`src/rtl/ptts_pkg.sv`:
```
// Shared constants and types for the periodic task tick scheduler.
package ptts_pkg;

    localparam int SLOT_COUNT = 8;
    localparam int IDX_W      = (SLOT_COUNT > 1) ? $clog2(SLOT_COUNT) : 1;
    localparam int SLOT_W     = 3;
    localparam int TIME_W     = 16;
    localparam int OP_W       = 3;
    localparam int STATUS_W   = 2;

    localparam logic [OP_W-1:0] OP_TICK    = 3'd0;
    localparam logic [OP_W-1:0] OP_CREATE  = 3'd1;
    localparam logic [OP_W-1:0] OP_SUSPEND = 3'd2;
    localparam logic [OP_W-1:0] OP_RESUME  = 3'd3;
    localparam logic [OP_W-1:0] OP_DELETE  = 3'd4;

    localparam logic [STATUS_W-1:0] ST_OK    = 2'd0;
    localparam logic [STATUS_W-1:0] ST_TAKEN = 2'd1;
    localparam logic [STATUS_W-1:0] ST_RANGE = 2'd2;

    localparam logic KIND_STATUS = 1'b0;
    localparam logic KIND_FIRE   = 1'b1;

    // Slot operation broadcast to every cell; sel picks the addressed one
    typedef struct packed {
        logic              create;
        logic              suspend;
        logic              resume;
        logic              remove;
        logic [TIME_W-1:0] period;
        logic [TIME_W-1:0] first_delay;
    } cmd_t;

endpackage

```
`src/rtl/periodic_task_tick_scheduler.sv`:
```
// Top level: chain of slot cells, tick token sequencer and result register.
// Create, suspend, resume, delete: status result registered in the cycle after the transaction.
// Tick: a token walks the cell chain one slot per cycle,
// and fire results appear as the token passes; the walk holds while the result waits.
// The next item is taken once the token has left the chain.
// Reset (rst_n, asynchronous, active low) empties and suspends every slot, clears all delays.
module periodic_task_tick_scheduler
(
    input  logic                          clk,
    input  logic                          rst_n,
    input  logic                          in_valid,
    output logic                          in_ready,
    input  logic [ptts_pkg::OP_W-1:0]     opcode,
    input  logic [ptts_pkg::SLOT_W-1:0]   slot,
    input  logic [ptts_pkg::TIME_W-1:0]   period,
    input  logic [ptts_pkg::TIME_W-1:0]   first_delay,
    output logic                          out_valid,
    input  logic                          out_ready,
    output logic                          kind,
    output logic [ptts_pkg::SLOT_W-1:0]   task_slot,
    output logic [ptts_pkg::STATUS_W-1:0] status,
    output logic                          last
);

    localparam int N = ptts_pkg::SLOT_COUNT;

    logic                          out_valid_reg, out_valid_next;
    logic                          kind_reg, kind_next;
    logic [ptts_pkg::SLOT_W-1:0]   task_slot_reg, task_slot_next;
    logic [ptts_pkg::STATUS_W-1:0] status_reg, status_next;
    logic                          last_reg, last_next;

    ptts_pkg::cmd_t    cmd;
    logic              adv, busy, accept, in_range, taken, start, is_op;
    logic [N-1:0]      hit, sel, tok, present, due, fire, later;
    logic [N:0]        below;
    logic [ptts_pkg::IDX_W-1:0] fire_idx;

    assign adv      = !out_valid_reg || out_ready;
    assign busy     = |tok;
    assign in_ready = !busy && adv;
    assign accept   = in_valid && in_ready;
    assign in_range = (32'(slot) < N);
    assign start    = accept && (opcode == ptts_pkg::OP_TICK);
    assign is_op    = (opcode == ptts_pkg::OP_CREATE) || (opcode == ptts_pkg::OP_SUSPEND) ||
                      (opcode == ptts_pkg::OP_RESUME) || (opcode == ptts_pkg::OP_DELETE);

    assign cmd.create      = (opcode == ptts_pkg::OP_CREATE);
    assign cmd.suspend     = (opcode == ptts_pkg::OP_SUSPEND);
    assign cmd.resume      = (opcode == ptts_pkg::OP_RESUME);
    assign cmd.remove      = (opcode == ptts_pkg::OP_DELETE);
    assign cmd.period      = period;
    assign cmd.first_delay = first_delay;

    assign below[0] = 1'b0;

    genvar gi;
    generate
        for (gi = 0; gi < N; gi++)
        begin : g_cell
            assign hit[gi] = (32'(slot) == gi);
            assign sel[gi] = accept && hit[gi];
            // a cell above the token has not been visited this tick
            assign later[gi] = due[gi] && below[gi];
            ptts_cell u_cell
            (
                .clk       (clk),
                .rst_n     (rst_n),
                .cmd       (cmd),
                .sel       (sel[gi]),
                .adv       (adv),
                .tok_in    ((gi == 0) ? start : tok[(gi == 0) ? 0 : gi - 1]),
                .below_in  (below[gi]),
                .tok       (tok[gi]),
                .below_out (below[gi+1]),
                .present   (present[gi]),
                .due       (due[gi])
            );
        end
    endgenerate

    assign fire  = tok & due;
    assign taken = |(present & hit);

    always_comb
    begin
        fire_idx = '0;
        for (int i = 0; i < N; i++)
        begin
            if (fire[i])
            begin
                fire_idx = fire_idx | ptts_pkg::IDX_W'(i);
            end
        end
    end

    always_comb
    begin
        out_valid_next = out_valid_reg;
        kind_next      = kind_reg;
        task_slot_next = task_slot_reg;
        status_next    = status_reg;
        last_next      = last_reg;
        if (out_valid_reg && out_ready)
        begin
            out_valid_next = 1'b0;
        end
        if (adv && |fire)
        begin
            out_valid_next = 1'b1;
            kind_next      = ptts_pkg::KIND_FIRE;
            task_slot_next = 3'(fire_idx);
            status_next    = ptts_pkg::ST_OK;
            last_next      = !(|later);
        end
        else if (accept && is_op)
        begin
            out_valid_next = 1'b1;
            kind_next      = ptts_pkg::KIND_STATUS;
            task_slot_next = slot;
            last_next      = 1'b1;
            if (!in_range)
            begin
                status_next = ptts_pkg::ST_RANGE;
            end
            else if (cmd.create && taken)
            begin
                status_next = ptts_pkg::ST_TAKEN;
            end
            else
            begin
                status_next = ptts_pkg::ST_OK;
            end
        end
    end

    always_ff @(posedge clk or negedge rst_n)
    begin
        if (!rst_n)
        begin
            out_valid_reg <= 1'b0;
        end
        else
        begin
            out_valid_reg <= out_valid_next;
        end
    end

    always_ff @(posedge clk)
    begin
        kind_reg      <= kind_next;
        task_slot_reg <= task_slot_next;
        status_reg    <= status_next;
        last_reg      <= last_next;
    end

    assign out_valid = out_valid_reg;
    assign kind      = kind_reg;
    assign task_slot = task_slot_reg;
    assign status    = status_reg;
    assign last      = last_reg;

endmodule

```
`src/rtl/ptts_cell.sv`:
```
// One task slot of the scheduler chain: flags, period and delay counter.
module ptts_cell
(
    input  logic          clk,
    input  logic          rst_n,
    input  ptts_pkg::cmd_t cmd,
    input  logic          sel,
    input  logic          adv,
    input  logic          tok_in,
    input  logic          below_in,
    output logic          tok,
    output logic          below_out,
    output logic          present,
    output logic          due
);

    logic                        present_reg, present_next;
    logic                        resumed_reg, resumed_next;
    logic [ptts_pkg::TIME_W-1:0] period_reg, period_next;
    logic [ptts_pkg::TIME_W-1:0] delay_reg, delay_next;
    logic                        tok_reg, tok_next;
    logic                        zero;

    assign zero      = (delay_reg == '0);
    assign due       = resumed_reg && present_reg && zero;
    assign tok       = tok_reg;
    assign below_out = below_in | tok_reg;
    assign present   = present_reg;

    always_comb
    begin
        present_next = present_reg;
        resumed_next = resumed_reg;
        period_next  = period_reg;
        delay_next   = delay_reg;
        tok_next     = adv ? tok_in : tok_reg;
        if (tok_reg && adv && resumed_reg)
        begin
            // visit on tick: reload when due, count down when nonzero; an empty slot at zero holds
            if (!zero)
            begin
                delay_next = delay_reg - 1'b1;
            end
            else if (present_reg)
            begin
                delay_next = period_reg - 1'b1;
            end
        end
        if (sel)
        begin
            if (cmd.create && !present_reg)
            begin
                present_next = 1'b1;
                resumed_next = 1'b1;
                period_next  = cmd.period;
                delay_next   = cmd.first_delay;
            end
            if (cmd.suspend)
            begin
                resumed_next = 1'b0;
            end
            if (cmd.resume)
            begin
                resumed_next = 1'b1;
            end
            if (cmd.remove)
            begin
                present_next = 1'b0;
            end
        end
    end

    always_ff @(posedge clk or negedge rst_n)
    begin
        if (!rst_n)
        begin
            present_reg <= 1'b0;
            resumed_reg <= 1'b0;
            period_reg  <= '0;
            delay_reg   <= '0;
            tok_reg     <= 1'b0;
        end
        else
        begin
            present_reg <= present_next;
            resumed_reg <= resumed_next;
            period_reg  <= period_next;
            delay_reg   <= delay_next;
            tok_reg     <= tok_next;
        end
    end

endmodule

```
`config.mk`:
```
export PLATFORM = sky130hd
export DESIGN_NAME = periodic_task_tick_scheduler
export DESIGN_NICKNAME = d
export VERILOG_FILES = /design/src/rtl/ptts_pkg.sv /design/src/rtl/periodic_task_tick_scheduler.sv /design/src/rtl/ptts_cell.sv
export SDC_FILE = /design/constraint.sdc
export NUM_CORES = 1
export LEC_CHECK = 0
export BUFFER_PORTS_ARGS = -buffer_cell sky130_fd_sc_hd__buf_2
export CAP_MARGIN = 5
export CORE_UTILIZATION = 36
export CTS_BUF_LIST = sky130_fd_sc_hd__clkbuf_2 sky130_fd_sc_hd__clkbuf_4 sky130_fd_sc_hd__clkbuf_8
export CTS_CLUSTER_SIZE = 20
export DETAILED_ROUTE_END_ITERATION = 6
export PLACE_DENSITY_LB_ADDON = 0.15
export SLEW_MARGIN = 5
export SYNTH_ARGS = -nofsm -noshare
export SYNTH_HDL_FRONTEND = slang
export SYNTH_SLANG_ARGS = --single-unit
```
`constraint.sdc`:
```
create_clock -name clk -period 3.6 [get_ports clk]
set_input_delay 0.18 -clock clk [delete_from_list [all_inputs] [get_ports clk]]
set_output_delay 0.18 -clock clk [all_outputs]
set_load 0.01 [all_outputs]
```
==> results.sh <==
export IMPL_crit_path_start="g_cell[3].u_cell.tok$_DFFE_PN0N_"
export IMPL_syn_area_sq_um=18900
export IMPL_io_buffers=49
export IMPL_synthMuxAreaShare_pct=1.84
export IMPL_grt_pass1_vias=17700
export IMPL_stdcell_count=3165
export IMPL_drt_first_pass_iters=5
export IMPL_p_int_uw=7000
export IMPL_drive_above_1_share_pct=10.9
export IMPL_drc=0
export IMPL_yosys_area_share_adder_pct=1.59
export IMPL_reg2reg_depth=8
export IMPL_maxSlewHeadroom_pct=32.6
export IMPL_hold_path_class="in -> reg"
export IMPL_clockBufferDepth=3
export IMPL_place_area_sq_um=19900
export IMPL_core_area_sq_um=51600
export IMPL_dp_hpwl_um=47900
export IMPL_area_sequential_sq_um=7190
export IMPL_critPathKind="reg -> reg"
export IMPL_rows=83
export IMPL_met3_usage_pct=4.31
export IMPL_worst_slack_ps=337
export IMPL_stdcell_area_sq_um=21400
export IMPL_synth_simple_area_share_pct=29.1
export IMPL_worstHoldStart="first_delay[10]"
export IMPL_gr_max_usage_layer="met2"
export IMPL_clkPwrFrac_pct=31.4
export IMPL_gr_usage_met1_pct=36.6
export IMPL_holdPathStages=3
export IMPL_clk_pin_slew_ps=60
export IMPL_critPathLaunchType="register"
export IMPL_max_slew_worst_pin_slew_ps=1010
export IMPL_drt_iter0_drc=1676
export IMPL_grt_util_met2_pct=43.2
export IMPL_insertion_delay_ps=680
export IMPL_fin_tns_setup_ps=0
export IMPL_ir_worst_vdd_mv=0.245
export IMPL_synth_warnings=0
export IMPL_cap_violations=0
export IMPL_ys_seq_area_share_pct=38.0
export IMPL_finalMaxSlewViolations=0
export IMPL_nFillCells=5265
export IMPL_ios=51
export IMPL_multi_input_area_sq_um=10900
export IMPL_r2r_end="g_cell[3].u_cell.present$_DFFE_PN0P_"
export IMPL_syn_area_per_cell_sq_um=7.87
export IMPL_rsz0062_at_grt="no"
export IMPL_crit_path_end_kind="register"
export IMPL_grt_pass1_wl_um=110000
export IMPL_clock_sinks=287
export IMPL_routed_wl_um=72000
export IMPL_nets=2508
export IMPL_switching_power_uw=4280
export IMPL_grt_max_degree=92
export IMPL_syn_to_final_growth_pct=13.2
export IMPL_synth_seq_cells=287
export IMPL_pre_cts_slack_ps=458
export IMPL_antenna_found_initial=3
export IMPL_root_buffer="clkbuf_8"
export IMPL_crit_fanout=13
export IMPL_cts_setup_buffers=0
export IMPL_die_x_um=231
export IMPL_cp_required_ps=4150
export IMPL_async_reset_ff_share_pct=97.9
export IMPL_r2r_slack_ps=340
export IMPL_postRouteAntennaNets=0
export IMPL_holdWs_ps=35.8
export IMPL_power_density_nw_per_um2=527
export IMPL_synth_fp_nets=2468
export IMPL_initial_core_util_pct=36.6
export IMPL_synth_compound_area_share_pct=20.2
export IMPL_die_h_um=231
export IMPL_num_vias=18600
export IMPL_period_needed_ps=3260
export IMPL_avgRoutedWirePerCell_um=22.7
export IMPL_cts_tree="yes"
export IMPL_finalHoldViolCount=0
export IMPL_synth_edf_count=4
export IMPL_swShare_pct=37.9
export IMPL_vias_per_cell=5.87
export IMPL_ys_flop_type="dfrtp_1"
export IMPL_cp_arrival_ps=3820
export IMPL_place_inst=3031
export IMPL_gp_congestion=0.923
export IMPL_min_delay_worst_endpoint="g_cell[7].u_cell.delay_reg[10]$_DFF_PN0_"
export IMPL_min_period_over_period_pct=90.6
export IMPL_synth_top_family_by_area="simple AND/OR/NAND/NOR gates"
export IMPL_yosysUniqueCellTypes=81
export IMPL_setup_viol=0
export IMPL_max_freq_ghz=0.306
export IMPL_pwr_share_comb_pct=30.8
export IMPL_grt_use_total_pct=26.9
export IMPL_outcome="finished, final reports clean"
export IMPL_htree_num_levels=2
export IMPL_fin_skew_ps=46.8
export IMPL_dieArea_sq_um=53500
export IMPL_synth_xor_area_share_pct=4.31
export IMPL_synth_cells=2402
export IMPL_gr_total_overflow=0
export IMPL_r2r_start="g_cell[3].u_cell.tok$_DFFE_PN0N_"
export IMPL_cts_buffers=56
export IMPL_p_leak_uw=0.00921
export IMPL_pwr_share_seq_pct=37.8
## cell usage in the layout, fill, tap and decap left out, drive strengths merged, types with 53 or more instances in the layout
| cell | count |
|---|---|
| a21oi | 112 |
| clkbuf | 89 |
| o22ai | 53 |
| nor2 | 196 |
| nand2 | 497 |
| dfrtp | 281 |
| nor3 | 105 |
| o21ai | 177 |
| xnor2 | 56 |
| inv | 55 |
| nor4 | 73 |
| buf | 113 |
## stage by stage
| step | total power (uW) | utilization, % |
|---|---|---|
| floorplan | 6460 | - |
| global placement | 7650 | 38.5 |
| detailed placement | 7660 | 38.5 |
| CTS | 11300 | 41.5 |
| global route | 11900 | 41.5 |
| finish | 11300 | 41.5 |
## final cells by class
type	count	share of cell area (%)
Sequential cell	287	33.6
Inverter	54	0.947
Multi-Input combinational cell	1897	50.7
Clock buffer	89	5.23
Antenna cell	3	0.0351
Tap cell	680	3.97
Clock inverter	9	0.345
Timing Repair Buffer	146	5.16
## logic make-up (layout without fill, tap and decap cells)
| kind of cell | after synthesis | in the layout |
|---|---|---|
| buffers and inverters | 218 | 298 |
| AO/OA/AOI/OAI | 599 | 599 |
| multiplexers | 32 | 32 |
| AND/OR/NAND/NOR | 1148 | 1148 |
| adder cells (fa/ha/maj) | 24 | 24 |
| other | 1 | 4 |
| flip-flops | 287 | 287 |
| XOR/XNOR | 93 | 93 |
## power by group through the flow
| stage | registers [uW] | logic [uW] | clock network [uW] |
|---|---|---|---|
| 2_1_floorplan | 4100 | 2360 | 0 |
| 3_3_place_gp | 4280 | 3360 | 0 |
| 3_5_place_dp | 4290 | 3380 | 0 |
| 4_1_cts | 4240 | 3420 | 3630 |
| 5_1_grt | 4340 | 3820 | 3770 |
| 6_report | 4260 | 3470 | 3540 |
## what timing repair did
item / in CTS / in global routing
gates resized for setup: 0 / 0
hold endpoints to repair: 241 / 0
hold buffers: 33 / 0
endpoints found under the setup margin: 0 / 0
## worst max-delay path by stage
stage                                                     to  cells past startpoint
finish                  g_cell[3].u_cell.present$_DFFE_PN0P_                      8
detailed placement  g_cell[2].u_cell.delay_reg[11]$_DFF_PN0_                      6
floorplan                                 last$_SDFFCE_PN1P_                      8
CTS                     g_cell[3].u_cell.present$_DFFE_PN0P_                      8
global route            g_cell[3].u_cell.present$_DFFE_PN0P_                      8
global placement    g_cell[2].u_cell.delay_reg[11]$_DFF_PN0_                      6
## per-layer routing
metal	vias up	routed length (um)
met2	642	32600
met3	127	4550
met1	9056	32300
li1	8758	-
met5	-	23
met4	4	2400
## synth_stat cells, types with 8 or more instances
cell type	instances	share of area, %
nor4b_1	9	0.42
nor2b_1	9	0.30
mux2_2	17	1.0
o21a_1	24	0.95
nor3_1	103	2.7
nand2_1	497	9.9
and2_1	8	0.26
nand4_1	28	0.93
xnor2_1	56	2.6
or4b_2	11	0.58
xor2_1	37	1.7
or3_1	42	1.4
a22oi_1	38	1.5
nor3b_1	14	0.56
or3b_2	8	0.37
nand3_1	50	1.3
nor4_1	70	2.3
a21o_1	14	0.56
a31oi_1	19	0.63
nor2_1	196	3.9
o211ai_1	21	0.83
o22ai_1	53	1.8
dfrtp_1	281	37
a211oi_1	19	0.75
ha_1	24	1.6
buf_2	28	0.74
o31ai_1	21	0.83
inv_1	54	1.1
o21ai_0	177	4.7
clkbuf_1	120	2.4
nand2b_1	18	0.60
mux2i_1	13	0.69
a211o_1	9	0.42
or4_1	44	1.7
and3_1	9	0.30
o31a_1	8	0.37
a21oi_1	112	3.0
## worst max-delay path, cell delays in order (launching register included)
cell and delay [ps]:
dfrtp_1 410, or4_1 600, or3_1 400, buf_4 230
or3_1 440, nor2_1 170, a21oi_1 90, a221o_1 260
dlygate4sd3_1 540
Power figures use the tool's default switching activity.
